## src/hw/rtl/ppd_pkg.sv

```systemverilog
// Package for the periodic priority dispatcher.
// Holds item types, table entry type, state codes and fixed widths.
// No dependencies.
package ppd_pkg;

   localparam int TIME_W = 48;
   localparam int IV_W   = 16;
   localparam int PRIO_W = 8;
   localparam int TGT_W  = 2;
   localparam int SLOT_W = 4;
   localparam int STEP_W = $clog2(TIME_W);

   localparam logic KIND_LOAD = 1'b0;
   localparam logic KIND_TICK = 1'b1;

   localparam logic REPORT_DISPATCH = 1'b0;
   localparam logic REPORT_WAKE     = 1'b1;

   localparam logic [TGT_W-1:0] TARGET_NONE = 2'd2;

   typedef struct packed {
      logic              kind;
      logic [SLOT_W-1:0] slot;
      logic [IV_W-1:0]   interval_ms;
      logic [PRIO_W-1:0] priority_req;
      logic              periodic;
      logic [TGT_W-1:0]  target;
      logic [TIME_W-1:0] first_run;
   } req_type;

   typedef struct packed {
      logic              report_kind;
      logic [SLOT_W-1:0] due_slot;
      logic [TGT_W-1:0]  due_target;
      logic [TIME_W-1:0] new_next_run;
      logic              wake_valid;
      logic [TIME_W-1:0] sleep_ms;
      logic              last;
   } rsp_type;

   typedef struct packed {
      logic [TIME_W-1:0] next_run;
      logic [IV_W-1:0]   interval;
      logic [PRIO_W-1:0] prio;
      logic [TGT_W-1:0]  target;
   } entry_type;

   typedef enum logic [2:0] {
      ST_IDLE,
      ST_DUE,
      ST_PICK,
      ST_SERVE,
      ST_DIV,
      ST_EMIT,
      ST_WAKE,
      ST_WAKE_EMIT
   } state_type;

endpackage

```

## src/hw/rtl/ppd_rem_div.sv

```systemverilog
// Bit-serial remainder unit: dividend modulo divisor, one quotient bit a cycle.
// Uses ppd_pkg for widths.
module ppd_rem_div (
   input  logic                       clock,
   input  logic                       reset,
   input  logic                       start,
   input  logic [ppd_pkg::TIME_W-1:0] dividend,
   input  logic [ppd_pkg::IV_W-1:0]   divisor,
   output logic                       done,
   output logic [ppd_pkg::IV_W-1:0]   remainder
);
   import ppd_pkg::*;

   logic                busy_ff, busy_in;
   logic                done_ff, done_in;
   logic [STEP_W-1:0]   cnt_ff, cnt_in;
   logic [TIME_W-1:0]   dvd_ff, dvd_in;
   logic [IV_W-1:0]     rem_ff, rem_in;
   logic [IV_W-1:0]     div_ff, div_in;
   logic [IV_W:0]       shifted;
   logic [IV_W:0]       diff;

   always_comb begin
      shifted = {rem_ff, dvd_ff[TIME_W-1]};
      diff    = shifted - {1'b0, div_ff};
      busy_in = busy_ff;
      done_in = 1'b0;
      cnt_in  = cnt_ff;
      dvd_in  = dvd_ff;
      rem_in  = rem_ff;
      div_in  = div_ff;
      if (start) begin
         busy_in = 1'b1;
         cnt_in  = '0;
         dvd_in  = dividend;
         rem_in  = '0;
         div_in  = divisor;
      end else if (busy_ff) begin
         rem_in = diff[IV_W] ? shifted[IV_W-1:0] : diff[IV_W-1:0];
         dvd_in = dvd_ff << 1;
         cnt_in = cnt_ff + 1'b1;
         if (cnt_ff == STEP_W'(TIME_W - 1)) begin
            busy_in = 1'b0;
            done_in = 1'b1;
         end
      end
   end

   always_ff @(posedge clock) begin
      if (reset) begin
         busy_ff <= 1'b0;
         done_ff <= 1'b0;
         cnt_ff  <= '0;
      end else begin
         busy_ff <= busy_in;
         done_ff <= done_in;
         cnt_ff  <= cnt_in;
      end
   end

   always_ff @(posedge clock) begin
      dvd_ff <= dvd_in;
      rem_ff <= rem_in;
      div_ff <= div_in;
   end

   assign done      = done_ff;
   assign remainder = rem_ff;

endmodule

```

## src/hw/rtl/periodic_priority_dispatcher_top.sv

```systemverilog
// Periodic priority dispatcher: entry table in a synchronous memory, scan sequencer.
// Uses ppd_pkg and ppd_rem_div.
//
//   channel | ports                       | moves
//   --------+-----------------------------+------------------------------------
//   req     | req_valid req_ready req_data | load or tick item (req_type)
//   rsp     | rsp_valid rsp_ready rsp_data | dispatch or wake item (rsp_type)
//
// A tick takes one due pass, then per due entry one priority pass plus a
// remainder step, then a last priority pass and a wake pass; each pass reads
// every entry from memory. Reset clears time and enable bits.
// A stalled rsp holds the sequencer at its next result; req is taken only idle.
module periodic_priority_dispatcher_top #(
   parameter int ENTRIES = 16
) (
   input  logic             clock,
   input  logic             reset,
   input  logic             req_valid,
   output logic             req_ready,
   input  ppd_pkg::req_type req_data,
   output logic             rsp_valid,
   input  logic             rsp_ready,
   output ppd_pkg::rsp_type rsp_data
);
   import ppd_pkg::*;

   localparam int IDX_W = (ENTRIES > 1) ? $clog2(ENTRIES) : 1;
   localparam int CNT_W = $clog2(ENTRIES + 1);
   localparam logic [IDX_W-1:0] LAST_IDX = IDX_W'(ENTRIES - 1);
   localparam logic [CNT_W-1:0] CNT_END  = CNT_W'(ENTRIES);

   state_type           state_ff, state_in;
   logic [TIME_W-1:0]   now_ff, now_in;
   logic [ENTRIES-1:0]  periodic_ff, periodic_in;
   logic [ENTRIES-1:0]  due_ff, due_in;

   entry_type           mem [ENTRIES];
   entry_type           rd_ff;
   logic                mem_we;
   logic [IDX_W-1:0]    mem_waddr;
   entry_type           mem_wdata;
   logic [IDX_W-1:0]    mem_raddr;

   logic [CNT_W-1:0]    scan_cnt_ff, scan_cnt_in;
   logic                rd_vld_ff, rd_vld_in;
   logic [IDX_W-1:0]    rd_idx_ff, rd_idx_in;

   logic                best_vld_ff, best_vld_in;
   logic [IDX_W-1:0]    best_idx_ff, best_idx_in;
   entry_type           best_ff, best_in;

   logic                any_ff, any_in;
   logic [TIME_W-1:0]   min_ff, min_in;

   logic                rsp_vld_ff, rsp_vld_in;
   rsp_type             rsp_ff, rsp_in;

   logic                div_start;
   logic                div_done;
   logic [IV_W-1:0]     div_rem;
   logic [IV_W-1:0]     best_iv;
   logic [IV_W-1:0]     step;
   logic [TIME_W-1:0]   new_next;
   logic [TIME_W:0]     wake_diff;
   logic [TIME_W-1:0]   sleep;
   logic                scan_end;
   logic                take_best;
   logic                take_min;
   logic                slot_ok;
   logic                out_free;

   ppd_rem_div u_rem_div (
      .clock     (clock),
      .reset     (reset),
      .start     (div_start),
      .dividend  (now_ff - best_ff.next_run),
      .divisor   (best_iv),
      .done      (div_done),
      .remainder (div_rem)
   );

   always_comb begin
      best_iv   = (best_ff.interval == '0) ? IV_W'(1) : best_ff.interval;
      step      = best_iv - div_rem;
      new_next  = now_ff + TIME_W'(step);
      wake_diff = {1'b0, min_ff} - {1'b0, now_ff};
      sleep     = TIME_W'(1);
      if (any_ff && !wake_diff[TIME_W] && wake_diff[TIME_W-1:0] > TIME_W'(1)) begin
         sleep = wake_diff[TIME_W-1:0];
      end
      scan_end  = rd_vld_ff && (rd_idx_ff == LAST_IDX);
      take_best = rd_vld_ff && due_ff[rd_idx_ff]
                  && (!best_vld_ff || rd_ff.prio > best_ff.prio);
      take_min  = rd_vld_ff && periodic_ff[rd_idx_ff]
                  && (!any_ff || rd_ff.next_run < min_ff);
      slot_ok   = (ENTRIES > 15) || (32'(req_data.slot) < ENTRIES);
      out_free  = !rsp_vld_ff || rsp_ready;
   end

   always_comb begin
      state_in    = state_ff;
      now_in      = now_ff;
      periodic_in = periodic_ff;
      due_in      = due_ff;
      scan_cnt_in = scan_cnt_ff;
      rd_vld_in   = 1'b0;
      rd_idx_in   = rd_idx_ff;
      best_vld_in = best_vld_ff;
      best_idx_in = best_idx_ff;
      best_in     = best_ff;
      any_in      = any_ff;
      min_in      = min_ff;
      rsp_vld_in  = rsp_vld_ff && !rsp_ready;
      rsp_in      = rsp_ff;
      mem_we      = 1'b0;
      mem_waddr   = best_idx_ff;
      mem_wdata   = best_ff;
      mem_raddr   = scan_cnt_ff[IDX_W-1:0];
      div_start   = 1'b0;
      req_ready   = 1'b0;

      if (state_ff == ST_DUE || state_ff == ST_PICK || state_ff == ST_WAKE) begin
         if (scan_cnt_ff != CNT_END) begin
            rd_vld_in   = 1'b1;
            rd_idx_in   = scan_cnt_ff[IDX_W-1:0];
            scan_cnt_in = scan_cnt_ff + 1'b1;
         end
      end

      case (state_ff)
         ST_IDLE: begin
            req_ready = 1'b1;
            if (req_valid) begin
               if (req_data.kind == KIND_TICK) begin
                  now_in      = now_ff + 1'b1;
                  scan_cnt_in = '0;
                  state_in    = ST_DUE;
               end else if (slot_ok) begin
                  mem_we             = 1'b1;
                  mem_waddr          = IDX_W'(req_data.slot);
                  mem_wdata.next_run = req_data.first_run;
                  mem_wdata.interval = req_data.interval_ms;
                  mem_wdata.prio     = req_data.priority_req;
                  mem_wdata.target   = req_data.target;
                  periodic_in[IDX_W'(req_data.slot)] = req_data.periodic;
               end
            end
         end
         ST_DUE: begin
            if (rd_vld_ff) begin
               due_in[rd_idx_ff] = periodic_ff[rd_idx_ff] && (now_ff >= rd_ff.next_run);
            end
            if (scan_end) begin
               scan_cnt_in = '0;
               best_vld_in = 1'b0;
               state_in    = ST_PICK;
            end
         end
         ST_PICK: begin
            if (take_best) begin
               best_vld_in = 1'b1;
               best_idx_in = rd_idx_ff;
               best_in     = rd_ff;
            end
            if (scan_end) begin
               scan_cnt_in = '0;
               if (take_best || best_vld_ff) begin
                  state_in = ST_SERVE;
               end else begin
                  any_in   = 1'b0;
                  state_in = ST_WAKE;
               end
            end
         end
         ST_SERVE: begin
            div_start = 1'b1;
            state_in  = ST_DIV;
         end
         ST_DIV: begin
            if (div_done) begin
               state_in = ST_EMIT;
            end
         end
         ST_EMIT: begin
            if (out_free) begin
               mem_we             = 1'b1;
               mem_wdata.next_run = new_next;
               due_in[best_idx_ff] = 1'b0;
               rsp_vld_in          = 1'b1;
               rsp_in.report_kind  = REPORT_DISPATCH;
               rsp_in.due_slot     = SLOT_W'(best_idx_ff);
               rsp_in.due_target   = (best_ff.target > TARGET_NONE) ? TARGET_NONE
                                                                    : best_ff.target;
               rsp_in.new_next_run = new_next;
               rsp_in.wake_valid   = 1'b0;
               rsp_in.sleep_ms     = '0;
               rsp_in.last         = 1'b0;
               best_vld_in         = 1'b0;
               scan_cnt_in         = '0;
               state_in            = ST_PICK;
            end
         end
         ST_WAKE: begin
            if (take_min) begin
               any_in = 1'b1;
               min_in = rd_ff.next_run;
            end
            if (scan_end) begin
               state_in = ST_WAKE_EMIT;
            end
         end
         ST_WAKE_EMIT: begin
            if (out_free) begin
               rsp_vld_in          = 1'b1;
               rsp_in.report_kind  = REPORT_WAKE;
               rsp_in.due_slot     = '0;
               rsp_in.due_target   = '0;
               rsp_in.new_next_run = '0;
               rsp_in.wake_valid   = any_ff;
               rsp_in.sleep_ms     = sleep;
               rsp_in.last         = 1'b1;
               state_in            = ST_IDLE;
            end
         end
         default: begin
            state_in = ST_IDLE;
         end
      endcase
   end

   always_ff @(posedge clock) begin
      if (reset) begin
         state_ff    <= ST_IDLE;
         now_ff      <= '0;
         periodic_ff <= '0;
         due_ff      <= '0;
         scan_cnt_ff <= '0;
         rd_vld_ff   <= 1'b0;
         best_vld_ff <= 1'b0;
         any_ff      <= 1'b0;
         rsp_vld_ff  <= 1'b0;
      end else begin
         state_ff    <= state_in;
         now_ff      <= now_in;
         periodic_ff <= periodic_in;
         due_ff      <= due_in;
         scan_cnt_ff <= scan_cnt_in;
         rd_vld_ff   <= rd_vld_in;
         best_vld_ff <= best_vld_in;
         any_ff      <= any_in;
         rsp_vld_ff  <= rsp_vld_in;
      end
   end

   always_ff @(posedge clock) begin
      rd_idx_ff   <= rd_idx_in;
      best_idx_ff <= best_idx_in;
      best_ff     <= best_in;
      min_ff      <= min_in;
      rsp_ff      <= rsp_in;
   end

   always_ff @(posedge clock) begin
      if (mem_we) begin
         mem[mem_waddr] <= mem_wdata;
      end
      rd_ff <= mem[mem_raddr];
   end

   assign rsp_valid = rsp_vld_ff;
   assign rsp_data  = rsp_ff;

endmodule

```

## config.mk

```make
export PLATFORM = sky130hd
export DESIGN_NAME = periodic_priority_dispatcher_top
export DESIGN_NICKNAME = d
export VERILOG_FILES = /design/src/hw/rtl/ppd_pkg.sv /design/src/hw/rtl/ppd_rem_div.sv /design/src/hw/rtl/periodic_priority_dispatcher_top.sv
export SDC_FILE = /design/constraint.sdc
export NUM_CORES = 2
export LEC_CHECK = 0
export ABC_AREA = 1
export BUFFER_PORTS_ARGS = -buffer_cell sky130_fd_sc_hd__buf_2
export CAP_MARGIN = 20
export CORE_MARGIN = 4
export CORE_UTILIZATION = 35
export DETAILED_ROUTE_END_ITERATION = 8
export PLACE_DENSITY = 0.55
export SETUP_SLACK_MARGIN = 0.15
export SLEW_MARGIN = 10
export SYNTH_ARGS = -nofsm -noshare
export SYNTH_HDL_FRONTEND = slang
export SYNTH_SLANG_ARGS = --single-unit
```

## constraint.sdc

```tcl
create_clock -name clock -period 9.7 [get_ports clock]
set_clock_uncertainty 0.15 [all_clocks]
set_input_delay 1.455 -clock clock [delete_from_list [all_inputs] [get_ports clock]]
set_output_delay 1.455 -clock clock [all_outputs]
set_load 0.02 [all_outputs]
```

**After elaboration in Yosys (flattened, before gate mapping)**

Memory sizes are Yosys's and may differ from the RTL's. A register that Yosys moved wholly into a read port is not among the register bits.
Index checks and enable logic that the tools add are counted.

- Bitwise operators: 5
- Equality and inequality tests: 22
- $lt $le $gt $ge: 11
- Mux-type cells: 72
- Reductions and logical operators: 45
- Add/subtract/negate cells: 8

Operators with widths:

| kind | number |
|---|---|
| $mux 105 | 2 |
| $pmux 105 s2 | 1 |
| $mux 48 | 4 |
| $mux 74 | 2 |
| $pmux 48 s2 | 1 |
| $mux 16 | 4 |
| $sub 48x48->49 | 1 |
| $add 48x1->48 const B | 1 |
| $add 48x16->48 | 1 |
| $ge 48x48->1 | 1 |
| $gt 48x1->1 const B | 1 |
| $lt 48x48->1 | 1 |
| $sub 48x48->48 | 1 |
| $bwmux 16 | 2 |
| $pmux 16 s2 | 1 |
| $mux 5 | 6 |
| $mux 3 | 9 |
| $mux 26 | 1 |
| $mux 1 | 25 |
| $pmux 3 s8 | 1 |
| $ne 2x2->1 const B | 11 |
| $sub 17x16->17 | 1 |
| $and 16x16->16 | 1 |
| $logic_not 16->1 | 1 |
| other kinds (35) | 83 |

- Memory bits (writable): 1184
- Output and inout bits: 107
- Memories: 1
- Flip-flop bits (word level): 415
- Input bits: 84
- Word-level logic and storage cells: 193

Memories:

| memory | depth | bits a word | read ports | clocked after Yosys merged registers in | write ports | RTL line | RTL |
|---|---|---|---|---|---|---|---|
| mem | 16 | 74 | 1 | 1 | 1 | periodic_priority_dispatcher_top.sv:37 | `entry_type mem [ENTRIES];` |

**Longest topological paths before layout**

- Depth in word-level cells: 8
- Mapped depth: 30
- Mapped depth without buffers: 30

**Cells and area by module**

From an unflattened synthesis, not the netlist that was laid out.

- Cell total of the unflattened synthesis: 7669
- Area, all modules: 77539.4 um2

By module, submodules not included:

| module | times used | area an instance (um2) | cells each |
|---|---|---|---|
| periodic_priority_dispatcher_top | 1 | 72816.1 | 7053 |
| ppd_rem_div | 1 | 4723.3 | 616 |

**Least setup slack after synthesis**

OpenSTA, ideal clock, no wires.

- Path kind: input -> register
- Start: input rsp_ready
- End: register rsp_ff (netlist bit rsp_data[100]) (enable)
- Cell stages on the path: 2
- Setup slack: 3.118 ns
- Path buffers: 0
- Arrival time: 5.863 ns
- Setup time: 0.569 ns
- Path through: nor2_1 nor2_1

- Cells in the longest elaborated chain, start to end: 3

RTL lines:

| element | RTL line | RTL |
|---|---|---|
| start, declared | periodic_priority_dispatcher_top.sv:22 | `input logic rsp_ready,` |
| $logic_or 1x1->1 (*) | periodic_priority_dispatcher_top.sv:97 | `out_free = !rsp_vld_ff \|\| rsp_ready;` |
| $ne 2x2->1 (no source line) | -- |  |
| $reduce_and 3->1 (no source line) (*) | -- |  |
| end signal, assigned | periodic_priority_dispatcher_top.sv:260 | `rsp_ff <= rsp_in;` |
| end, declared | periodic_priority_dispatcher_top.sv:56 | `rsp_type rsp_ff, rsp_in;` |

Mark *: on every way between the ends. The rest lies on a longest branch, timed or not.
A chain may end at the register's enable or synchronous reset.

==> results.cfg <==
[timing]
max_slew.worst_pin.slew_ps = 1180
slew_headroom = 0.210
fin_crit_sh = 0.706
finalHoldViolCount = 0
setup_viol = 0
maxSlewViolCount = 0
period_needed_ps = 6850
rsz0062_at_grt = false
timing.fmax_ghz = 0.146
finalSetupTns_ps = 0

[layout]
nets = 7997
area_growth_pct = 14.2
fill_cells = 21300
drive_gt1_frac = 0.0884
stdcell_count = 10800

[clock_tree]
numCtsBuffers = 180
cts_hold_buf = 0
clk_pin_slew_ps = 60
clkLatencyLatePin_ps = 860
htreeDepth = 4
post-cts-setup-buffers = 0
clockBufferDepth = 3
clock_sinks = 1672
root_buffer = clkbuf_16
cts_tree = yes
cts.repair.resized = 0

[status]
status = complete, no violations

[floorplan]
core_area_sq_um = 220000
die_w_um = 478
die_h_um = 478
rows = 172
die-area_sq_um = 228000
floorplan.initialDensity = 0.352
ios = 191

[route]
via_per_inst = 5.35
ant_nets = 0
wl_um = 256000
drt_first_iter_violations = 5719
routedWlPerCell_um = 23.8
drc = 0
vias = 57700
dr.pass1.iters = 5

[setup_path]
crit_end = mem[2][70]$_DFFE_PP_
crit_path_end_kind = flip-flop
cp_top_family = simple AND/OR/NAND/NOR gates
cpMostUsedCell = nand2_1
critPathRequiredTime_ps = 10220
r2r-start = best_ff[24]$_DFFE_PP_
cpPeakStageDelay_ps = 590
slowest_stage = a22oi_1
cp-startpoint = best_ff[24]$_DFFE_PP_
start_kind = flip-flop
critPathArrivalTime_ps = 7370
cp_max_fo = 11
r2r_setup_slack_ps = 2850
path_buf_inv = 3
ff2ff_path_depth = 27
critPathKind = reg -> reg
cp.depth = 27
reg2reg_to = mem[2][70]$_DFFE_PP_

[yosys]
postSynthCellCount = 7472
seq_area_frac_synth = 0.625
synth.distinct_cells = 55
synth_ff_type = edfxtp_1
ys_warn_count = 0
synth_edf_count = 1482
synthArstFlopShare = 0
avgSynthCellArea_sq_um = 10.3
synth-seq-cells = 1672
synth_area_sq_um = 77300
synth_nets = 7812

[grt]
grt.total_usage = 0.218
antenna_found_initial = 20
grt_max_degree = 207
grt_pass1_vias = 55000
overflow = 0
grt_pass1_wl_um = 372000

[pwr]
ir_drop_v = 0.000233
leakage_nw = 32.9
power_mw = 22.2
power.density_nw_per_um2 = 251

[placement]
dp_hpwl_um = 171000
numPlacedInstances = 10400
portBuffers = 190
gp_congestion = 0.968

[min_path]
hold_path.class = reg -> reg

[job]
max-cap-violations = 0
report_power, final:
| group | total, mW | switching (mW) | leakage (nW) | internal, mW |
|---|---|---|---|---|
| registers | 9.63 | 0.501 | 15.0 | 9.13 |
| logic | 5.37 | 3.93 | 14.8 | 1.44 |
| clock network | 7.16 | 2.97 | 3.05 | 4.19 |
| total | 22.2 | 7.40 | 32.9 | 14.8 |
per-layer routing:
layer,vias up,routed length (um),track usage,part of all wire
met1,28400,111000,0.302,0.43
met2,2160,117000,0.345,0.45
li1,26700,-,-,-
met3,435,17700,0.0286,0.069
met5,-,0,0,0
met4,0,10900,0.0868,0.043
synth_stat cells (8+ instances only):
master | number | area share
nor4_1 | 16 | 0.0013
o22ai_1 | 189 | 0.015
dfxtp_1 | 190 | 0.049
a21boi_0 | 8 | 0.00078
buf_2 | 9 | 0.00058
o221ai_1 | 139 | 0.016
a211oi_1 | 16 | 0.0016
a221oi_1 | 35 | 0.0040
nor2_1 | 1035 | 0.050
nor3_1 | 75 | 0.0049
a21oi_1 | 303 | 0.020
inv_1 | 754 | 0.037
a31oi_1 | 27 | 0.0022
ha_1 | 251 | 0.041
a311oi_1 | 9 | 0.0010
xor2_1 | 73 | 0.0083
a21o_1 | 9 | 0.00087
xnor2_1 | 38 | 0.0043
nand3b_1 | 15 | 0.0015
nand3_1 | 273 | 0.018
buf_1 | 21 | 0.0010
a22oi_1 | 49 | 0.0048
or2_2 | 24 | 0.0019
nand4_1 | 59 | 0.0048
o21a_1 | 27 | 0.0026
o21bai_1 | 10 | 0.00097
clkbuf_1 | 288 | 0.014
edfxtp_1 | 1482 | 0.58
o21ai_0 | 785 | 0.051
nand2_1 | 1155 | 0.056
o211ai_1 | 36 | 0.0035
final cells by class:
class / instances / area [sq um] / area share
multi-input cells: 4714 / 25100 / 0.284
flip-flops and latches: 1672 / 48300 / 0.547
clock buffers: 255 / 5160 / 0.0584
diodes: 2 / 5.00 / 0.0000567
well taps: 2958 / 3700 / 0.0419
repair buffers: 326 / 2020 / 0.0229
inverters: 763 / 2890 / 0.0327
clock inverters: 83 / 1140 / 0.0129
layout by cell type, fill, tap and decap left out, types with 15 or more instances in the layout:
master / n
a211oi_1: 16
a21oi_1: 301
a221oi_1: 35
a22oi_1: 49
a31oi_1: 27
buf_2: 193
buf_4: 120
bufinv_16: 17
clkbuf_1: 40
clkbuf_16: 182
clkbuf_8: 33
clkinv_1: 21
clkinv_2: 24
dfxtp_1: 187
edfxtp_1: 1482
ha_1: 251
inv_1: 749
nand2_1: 1155
nand3_1: 273
nand3b_1: 15
nand4_1: 59
nor2_1: 1013
nor2_4: 23
nor3_1: 75
nor4_1: 16
o211ai_1: 36
o21a_1: 27
o21ai_0: 779
o221ai_1: 137
o22ai_1: 189
or2_2: 24
xnor2_1: 38
xor2_1: 73
sequential cells by signal (all words and copies together), names as in the netlist, 3 cells and up:
| name | cells |
|---|---|
| rd_ff | 74 |
| u_rem_div.dvd_ff | 48 |
| state_ff | 3 |
| u_rem_div.cnt_ff | 6 |
| u_rem_div.remainder | 16 |
| best_ff | 74 |
| periodic_ff | 16 |
| best_idx_ff | 4 |
| mem | 1184 |
| scan_cnt_ff | 5 |
| min_ff | 48 |
| now_ff | 48 |
| u_rem_div.div_ff | 16 |
| rsp_data | 104 |
| rd_idx_ff | 4 |
| due_ff | 16 |
metrics by stage:
stage | worst slack, ps | util | instance area [sq um] | hold slack, ps
6_report | 2850 | 0.402 | 88300 | 258
5_1_grt | 2400 | 0.402 | 88300 | 270
4_1_cts | 2570 | 0.401 | 88200 | 257
3_5_place_dp | 2660 | 0.373 | 81900 | 242
3_3_place_gp | 2570 | 0.372 | 81800 | 237
2_1_floorplan | 3120 | - | 77300 | 236
worst register-to-register path: stages, from the launching register on:
cell	delay (ps)
edfxtp_1	460
nor4_1	330
and2_1	210
a21oi_1	120
ha_1	200
inv_1	80
nand3_1	70
and2_1	200
o221ai_1	290
nand3_1	110
and2_1	180
o21ai_0	300
a21boi_0	200
o21ai_0	280
xor2_1	330
ha_1	300
nand2_1	120
nor2_1	200
inv_1	50
o21ai_0	430
nand2_1	140
nand2_1	210
nand2_1	120
nor2_1	230
xor2_1	120
or2_2	290
a22oi_1	590
clkbuf_4	370
logic make-up (layout without fill, tap and decap cells):
family | Yosys count | in the layout | synth area share
flops | 1672 | 1672 | 0.625
other cells | 0 | 2 | 0
simple gates | 2685 | 2685 | 0.142
fa+ha+maj | 256 | 256 | 0.0419
xor+xnor | 111 | 111 | 0.0126
compound gates | 1662 | 1662 | 0.126
buf+inv | 1086 | 1427 | 0.0533
worst min path at each step:
stage / from / end / slack (ps) / cells past startpoint
finish: rd_ff[0]$_DFF_P_ / best_ff[0]$_DFFE_PP_ / 260 / 0
global route: rd_ff[0]$_DFF_P_ / best_ff[0]$_DFFE_PP_ / 270 / 0
CTS: rd_ff[0]$_DFF_P_ / best_ff[0]$_DFFE_PP_ / 260 / 0
detailed placement: rd_ff[0]$_DFF_P_ / best_ff[0]$_DFFE_PP_ / 240 / 0
global placement: rd_ff[0]$_DFF_P_ / best_ff[0]$_DFFE_PP_ / 240 / 0
floorplan: rd_ff[0]$_DFF_P_ / best_ff[0]$_DFFE_PP_ / 240 / 0
Note: power is estimated with default switching activity, not from simulation.
